==> config.mk <==
export PLATFORM = sky130hd
export DESIGN_NAME = ffha_cell
export DESIGN_NICKNAME = d
export VERILOG_FILES = /design/src/hw/rtl/ffha_pkg.sv /design/src/hw/rtl/ffha_cell.sv
export SDC_FILE = /design/constraint.sdc
export NUM_CORES = 1
export LEC_CHECK = 0
export BUFFER_PORTS_ARGS = -buffer_cell sky130_fd_sc_hd__buf_2
export CORE_MARGIN = 5
export CORE_UTILIZATION = 45
export DETAILED_ROUTE_END_ITERATION = 8
export HOLD_SLACK_MARGIN = 0.1
export PLACE_DENSITY = 0.7
export SETUP_SLACK_MARGIN = 0.3
export SYNTH_ARGS = -nofsm -noshare
export SYNTH_HDL_FRONTEND = slang
export SYNTH_SLANG_ARGS = --single-unit
==> constraint.sdc <==
create_clock -name aclk -period 3.8 [get_ports aclk]
set_clock_uncertainty 0.1 [all_clocks]
set_input_delay 0.19 -clock aclk [delete_from_list [all_inputs] [get_ports aclk]]
set_output_delay 0.19 -clock aclk [all_outputs]
set_load 0.005 [all_outputs]
==> src/hw/rtl/ffha_pkg.sv <==
`timescale 1ns / 1ps
// ----------------------------------------------------------------------------
// ffha_pkg
// Shared types and codes for the first-fit heap allocator cell chain.
// ----------------------------------------------------------------------------
package ffha_pkg;

    localparam int VW = 17;

    typedef struct packed {
        logic          valid;
        logic          free;
        logic [VW-1:0] start;
        logic [VW-1:0] size;
    } cell_t;

    typedef enum logic [1:0] {
        OP_NONE,
        OP_INIT,
        OP_ALLOC,
        OP_RELEASE
    } op_kind_t;

    // flag: split for alloc, merge for release
    typedef struct packed {
        op_kind_t    kind;
        logic [7:0]  idx;
        logic        flag;
    } op_t;

    typedef enum logic [1:0] {
        CMD_INIT    = 2'd0,
        CMD_ALLOC   = 2'd1,
        CMD_RELEASE = 2'd2,
        CMD_RESIZE  = 2'd3
    } cmd_t;

    typedef enum logic [1:0] {
        S_IDLE,
        S_SCAN,
        S_APPLY,
        S_RESP
    } state_t;

    localparam logic [1:0] STAT_DONE    = 2'd0;
    localparam logic [1:0] STAT_NOFIT   = 2'd1;
    localparam logic [1:0] STAT_NOBLOCK = 2'd2;

endpackage

==> src/hw/rtl/ffha_cell.sv <==
`timescale 1ns / 1ps
// ----------------------------------------------------------------------------
// ffha_cell
// One table entry; compares locally and shifts with its neighbors.
// ----------------------------------------------------------------------------
module ffha_cell #(
    parameter int IDX          = 0,
    parameter int HEAP_BYTES   = 65536,
    parameter int HEADER_BYTES = 24
) (
    input  logic            aclk,
    input  logic            aresetn,
    input  ffha_pkg::op_t   op,
    input  ffha_pkg::cell_t left,
    input  ffha_pkg::cell_t right,
    input  logic [15:0]     addr,
    input  logic [15:0]     req,
    output ffha_pkg::cell_t data,
    output logic            fit,
    output logic            match
);

    localparam logic [8:0]               ID   = 9'(IDX);
    localparam logic [ffha_pkg::VW-1:0]  HDR  = ffha_pkg::VW'(HEADER_BYTES);
    localparam logic [ffha_pkg::VW-1:0]  INIT = ffha_pkg::VW'(HEAP_BYTES - HEADER_BYTES);

    ffha_pkg::cell_t cell_reg, cell_next, init_val;
    logic [ffha_pkg::VW-1:0] req_w;
    logic [8:0] op_idx;

    assign req_w  = ffha_pkg::VW'(req);
    assign op_idx = {1'b0, op.idx};

    always_comb begin
        init_val       = '0;
        init_val.valid = (IDX == 0);
        init_val.free  = (IDX == 0);
        init_val.size  = (IDX == 0) ? INIT : '0;
    end

    always_comb begin
        cell_next = cell_reg;
        case (op.kind)
            ffha_pkg::OP_INIT: begin
                cell_next = init_val;
            end
            ffha_pkg::OP_ALLOC: begin
                if (ID == op_idx) begin
                    cell_next.free = 1'b0;
                    if (op.flag) cell_next.size = req_w;
                end else if (op.flag && ID == op_idx + 9'd1) begin
                    cell_next.valid = 1'b1;
                    cell_next.free  = 1'b1;
                    cell_next.start = left.start + HDR + req_w;
                    cell_next.size  = left.size - req_w - HDR;
                end else if (op.flag && ID > op_idx + 9'd1) begin
                    cell_next = left;
                end
            end
            ffha_pkg::OP_RELEASE: begin
                if (ID == op_idx) begin
                    cell_next.free = 1'b1;
                    if (op.flag) cell_next.size = cell_reg.size + HDR + right.size;
                end else if (op.flag && ID > op_idx) begin
                    cell_next = right;
                end
            end
            default: cell_next = cell_reg;
        endcase
    end

    always_ff @(posedge aclk) begin
        if (!aresetn) begin
            cell_reg <= init_val;
        end else begin
            cell_reg <= cell_next;
        end
    end

    assign data  = cell_reg;
    assign fit   = cell_reg.valid && cell_reg.free && (cell_reg.size >= req_w);
    assign match = cell_reg.valid && ((cell_reg.start + HDR) == ffha_pkg::VW'(addr));

endmodule

==> results of run 1 <==
-- cells in the mapped netlist (18+ instances only) --
master / n
nand2_1: 67
nor3_1: 18
nand3_1: 22
dfxtp_1: 36
ha_1: 113
xnor2_1: 35
xor2_1: 22
o21ai_0: 50
nor2_1: 58
clkbuf_1: 19
a21oi_1: 52
inv_1: 88
-- where the power goes --
group	switching (mW)	total, mW	internal, mW
registers	0.0172	0.408	0.391
logic	0.457	0.834	0.377
clock network	0.165	0.607	0.443
-- kinds of logic after synthesis --
group           after synthesis
buf+inv                     115
fa+ha+maj                   116
flops                        36
simple gates                220
compound gates              246
mux                           9
xor+xnor                     57
-- worst max-delay path, delay by kind of cell, from the launching register on --
kind            cells  cell delay (ps)
compound gates      7             1480
xor+xnor            1              130
fa+ha+maj           3              930
flops               1              400
simple gates        1               70
-- per-layer routing --
layer  global-route usage, %  share of wire, %
met5                       0             0.071
met4                    5.68               1.8
met3                    4.65               7.6
met2                    37.7                46
met1                    29.6                45
-- layout make-up --
type	count	area [µm²]
multi-input combinational	648	4830
inverter	89	334
fill	1319	6000
clock buffer	5	125
tap	176	220
clock inverter	3	90.1
sequential	36	721
timing repair buffer	156	816
-- per-stage QoR --
| step | instance area, µm² | instances | worst slack, ps |
|---|---|---|---|
| 2_1_floorplan | 5990 | 799 | 702 |
| 3_3_place_gp | 6910 | 1104 | 497 |
| 3_5_place_dp | 6910 | 1104 | 476 |
| 4_1_cts | 7140 | 1113 | 615 |
| 5_1_grt | 7140 | 1113 | 380 |
| 6_report | 7140 | 1113 | 618 |
-- cells in the final DEF, fill, tap and decap left out, drive strengths merged, types with 6 or more instances in the layout --
master and instances:
a211oi 17, a21o 17, a21oi 52, a221oi 6, a22oi 6, a31o 6, a31oi 10, and2 6
and3 7, buf 155, dfxtp 36, ha 113, inv 88, nand2 68, nand3 23, nand4 9
nor2 58, nor2b 6, nor3 18, o211ai 16, o21ai 56, o21bai 8, o31ai 7, or3 7
xnor2 35, xor2 22
-- worst max path at each step --
stage,from,to,slack (ps),cells after the start
2_1_floorplan,left[18],data[32],700,12
3_3_place_gp,req[1],data[32],500,14
3_5_place_dp,req[1],data[32],480,14
4_1_cts,data[1],data[15],610,12
5_1_grt,data[1],data[15],380,12
6_report,data[1],data[15],620,12
==> summary.md, run 1 <==
| Metric | Value |
|---|---|
| Total CTS buffers | 5 |
| Die width | 125 µm |
| Die area | 15700 µm² |
| Fin. Hold Viols | 0 |
| Yosys warning count | 0 |
| Io pins | 155 |
| # diodes | 0 |
| Type of the most critical hold path | input pin to register |
| Final WL | 18200 µm |
| Number of nets in the layout | 1169 |
| First-iteration detailed-routing DRC count | 416 |
| Simple-Gate Fraction of Synth Area | 17.7% |
| Max Clk Rate | 314 MHz |
| Postcts setup bufs | 0 |
| Detail Route Antenna Nets | 0 |
| Post-synth EDFFs | 0 |
| Clock Path Buffers | 2 |
| Post-synthesis sequential area ratio | 12.0% |
| Status | finished clean |
| Final Setup Violations | 0 |
| DR vias | 6317 |
| P&R area growth vs syn | 19.2% |
| Wire per inst | 16.3 µm |
| FF-to-FF Start | data[1] |
| Hold WS | 111 ps |
| Worst path slowest cell | a211oi_1 |
| VDD IR max | 0.000159 V |
| Post-synth top flop | dfxtp_1 |
| Final Critical Period | 3180 ps |
| Crit path kind | register to register |
| Ys async rst share | 0% |
| #FFs+latches synth | 36 |
| DP HPWL | 15200 µm |
| Worst-Margin Slew | 1240 ps |
| Vias in the first global route | 5986 |
| GP Congestion | 0.949 |
| WHS Path Cells | 3 |
| Yosys top cell area share | 23.6% |
| DR vias/cell | 5.68 |
| Initial Utilization | 45.6% |
| Layout cells sized above 1 | 19.2% |
| Adder-cell share of the synthesized area | 24.6% |
| Required @ worst endpoint | 3910 ps |
| Synth area leader | ha_1 |
| H-tree lvl count | 2 |
| Worst Setup Start Kind | register |
| Gr ovfl total | 0 |
| Mapped Avg Cell Area | 7.50 µm² |
| RSZ-0062 raised after global routing | false |
| TritonCTS clock tree | built |
| Max FO, Critical Path | 4 |
| Syn_nets | 1032 |
| Register-to-Register Path Depth | 12 |
| Clock-pin slew on the worst setup and hold paths | 60 ps |
| Clk sink count | 36 |
| Critical-path cell list | ha_1 > ha_1 > fa_1 > a21oi_1 > nor2b_1 > a211oi_1 > o21ba_2 > o21ai_0 > xnor2_1 > o211ai_1 > o311ai_0 > o21ai_0 |
| Largest cells by area after synthesis | ha_1 (24%), dfxtp_1 (12%), inv_1 (5.5%) |
| Global-route wire length before repair | 29300 µm |
| Reg2reg setup slack | 620 ps |
| Compound-Gate Fraction of Synth Area | 27.8% |
| Cell Pwr Density | 259 nW/µm² |
| Core area | 13100 µm² |
| Post-synthesis xor/xnor area fraction | 8.33% |
| Die height | 125 µm |
| Worst r2r dst | data[15] |
| Fin. max-slew vios | 0 |
| Slew HR | 17.2% |
| Hold Crit Endpoint | data[19] |
| Root buffer cell | clkbuf_16 |
| Max reg flops | 36 |
| Hold_buf cts | 1 |
| Synth cell types | 71 |
| Max Cap Viol | 0 |
| WP data arrival | 3290 ps |
| Final period utilization | 83.7% |
| CP peak stage delay | 480 ps |
| Port Buffers | 143 |
| GRT Overall Usage | 22.5% |
| Antenna violations before repair | 1 |
| DR pass1 iterations | 5 |
| Leakage | 3.49 nW |
| Clk_lat worst skew | 280 ps |
| Row count | 42 |
| Gate Count Post-Synth | 799 |
| Setup TNS | 0 ps |
| Fin util | 54.3% |
| Hold wc startpoint | right[19] |
| DR DRC count | 0 |
| Mapped cell area | 5990 µm² |
| Main combinational cell family by area after synthesis | compound AO/OA/AOI/OAI gates |
| Post-CTS resize count | 0 |
| Post-layout total power | 1.85 mW |
| Worst setup EP type | register |
| Largest net degree at the start of global routing | 35 |
| Mux contribution to synthesized area | 2.21% |
No activity file was read; power rests on OpenSTA's default activity.
==> inputs of run 2 (changes only) <==
Clock period 3.8 ns to 3.2 ns, I/O delays scaled along.
==> summary.md, run 2 (same netlist as run 1, synthesis figures left out) <==
| Metric | Value |
|---|---|
| Crit path kind | register to register |
| Internal | 1.27 mW (+5.2%) |
| DP Area | 6960 µm² (+0.63%) |
| Die height | 125 µm (unchanged) |
| Final Cell Area | 7350 µm² (+3.0%) |
| Max Clk Rate | 356 MHz (+13%) |
| Final Setup Violations | 0 (unchanged) |
| VDD IR max | 0.000183 V (+15%) |
| Detail Route Antenna Nets | 0 (unchanged) |
| Fin. max-slew vios | 0 (unchanged) |
| Clock-pin slew on the worst setup and hold paths | 50 ps (about the same) |
| Seq. cell area | 733 µm² (+1.7%) |
| P&R area growth vs syn | 22.7% |
| DR vias/cell | 5.69 (+0.22%) |
| Clk_lat worst skew | 270 ps (about the same) |
| Clk sink count | 36 (unchanged) |
| FF-to-FF Start | data[3] |
| Fin. Hold Viols | 0 (unchanged) |
| Die area | 15700 µm² (unchanged) |
| Max Cap Viol | 0 (unchanged) |
| Type of the most critical hold path | input pin to register |
| Vias in the first global route | 6046 (+1.0%) |
| GP Congestion | 0.933 (-1.7%) |
| Multi-input gate area in the final layout | 5010 µm² (+3.8%) |
| Die width | 125 µm (unchanged) |
| Gr ovfl total | 0 (unchanged) |
| WHS Path Cells | 3 (unchanged) |
| Worst setup EP type | register |
| Wire per inst | 16.5 µm (+0.84%) |
| Final setup margin | 392 ps (-226 ps) |
| Max FO, Critical Path | 4 (unchanged) |
| # fillers | 1306 (-0.99%) |
| Total CTS buffers | 5 (unchanged) |
| Share of power burned in registers | 23.7% (+1.6 points) |
| DR pass1 iterations | 5 (unchanged) |
| DP HPWL | 15200 µm (-0.19%) |
| Number of nets in the layout | 1179 (+0.86%) |
| Worst r2r dst | data[10] |
| Clk pwr share | 24.5% (-8.3 points) |
| Io pins | 155 (unchanged) |
| Reg2reg setup slack | 390 ps (-230 ps) |
| Most frequent cells in the layout | buf_2 (143), ha_1 (105), inv_1 (87) |
| Worst Setup Start Kind | register |
| First-iteration detailed-routing DRC count | 371 (-11%) |
| Global-route wire length before repair | 29500 µm (+0.47%) |
| Pre-CTS setup slack | -16.5 ps (-493 ps) |
| Worst-Margin Slew | 714 ps (-529 ps) |
| Final period utilization | 87.7% (+4.0 points) |
| # diodes | 0 (unchanged) |
| RSZ-0062 raised after global routing | true |
| WP data arrival | 2870 ps (-420 ps) |
| Fin util | 56.0% (+1.6 points) |
| Required @ worst endpoint | 3270 ps (-640 ps) |
| Net Sw Frac | 37.6% (+3.0 points) |
| Final Critical Period | 2810 ps (-374 ps) |
| DR vias | 6382 (+1.0%) |
| Setup TNS | 0 ps (unchanged) |
| Core area | 13100 µm² (unchanged) |
| Clock Path Buffers | 2 (unchanged) |
| Antenna violations before repair | 1 (unchanged) |
| Root buffer cell | clkbuf_16 |
| Port Buffers | 143 (unchanged) |
| Combinational fraction of design power | 51.8% (+6.7 points) |
| Initial Utilization | 45.6% (unchanged) |
| Final WL | 18500 µm (+1.7%) |
| Largest net degree at the start of global routing | 35 (unchanged) |
| NetSw | 0.767 mW (+20%) |
| Status | finished clean |
| GRT Overall Usage | 22.6% (+0.068 points) |
| TritonCTS clock tree | built |
| Max reg flops | 36 (unchanged) |
| Layout cells sized above 1 | 23.2% (+3.9 points) |
| Post-layout total power | 2.04 mW (+10%) |
| Hold wc startpoint | right[19] |
| Leakage | 3.53 nW (+1.2%) |
| Slew HR | 52.4% (+35 points) |
| Row count | 42 (unchanged) |
| H-tree lvl count | 2 (unchanged) |
| Hold Crit Endpoint | data[19] |
| DR DRC count | 0 (unchanged) |
| Register-to-Register Path Depth | 12 (unchanged) |
| Commonest non-fill, non-tap cell in the layout | buf_2 |
| Cell Pwr Density | 278 nW/µm² (+7.1%) |
## run 2: metal layers
layer  global-route usage (%)  up-vias  share of wire (%)
met5                        0        -              0.070
met2                     37.4      212                 46
met1                     30.2     2924                 44
li1                         -     3205                  -
met3                     4.18       39                7.2
met4                     5.93        2                2.4
## run 2: stage by stage
| stage | hold slack [ps] | cells |
|---|---|---|
| after floorplan | 228 | 799 |
| after global placement | 347 | 1109 |
| after detailed placement | 346 | 1109 |
| after CTS | 109 | 1120 |
| after global routing | 119 | 1122 |
| final | 107 | 1122 |
## run 2: worst max path at each step
stage             start  slack (ps)  cells past startpoint       end
2_1_floorplan  left[18]         340                     12  data[32]
3_3_place_gp     req[1]           1                     13  data[32]
3_5_place_dp     req[1]         -20                     13  data[32]
4_1_cts         data[1]         290                     13  data[15]
5_1_grt          req[2]         250                     13  data[16]
6_report        data[3]         390                     12  data[10]
## run 2: power groups by stage
stage | clock, mW | sequential (mW) | combinational [mW]
5_1_grt | 0.529 | 0.485 | 1.19
3_3_place_gp | 0 | 0.493 | 0.978
3_5_place_dp | 0 | 0.494 | 0.990
6_report | 0.500 | 0.484 | 1.06
2_1_floorplan | 0 | 0.491 | 0.707
4_1_cts | 0.509 | 0.484 | 1.01
## run 2: what timing repair did
item,4_1_cts,5_1_grt
cloned,0,0
gates resized for setup,11,35
endpoints found under the setup margin,6,15
setup buffers,1,2
pin swaps,4,29
hold endpoints to repair,3,0
hold buffers,3,0
## run 2: worst max-delay path: stages (launching register included)
cell	delay (ps)
dfxtp_2	320
inv_1	70
ha_4	260
inv_2	40
ha_4	250
o21ai_2	160
o21bai_2	90
a2111o_1	390
a31o_2	240
a21oi_1	170
xor2_1	180
o211ai_1	110
a221o_1	310
## run 2: final cells by class
class                      instances  share of cell area [%]
clock buffer                       7                    2.08
multi-input combinational        648                    68.2
tap                              176                    2.99
inverter                          89                    4.54
timing repair buffer             166                    12.2
sequential                        36                    9.97
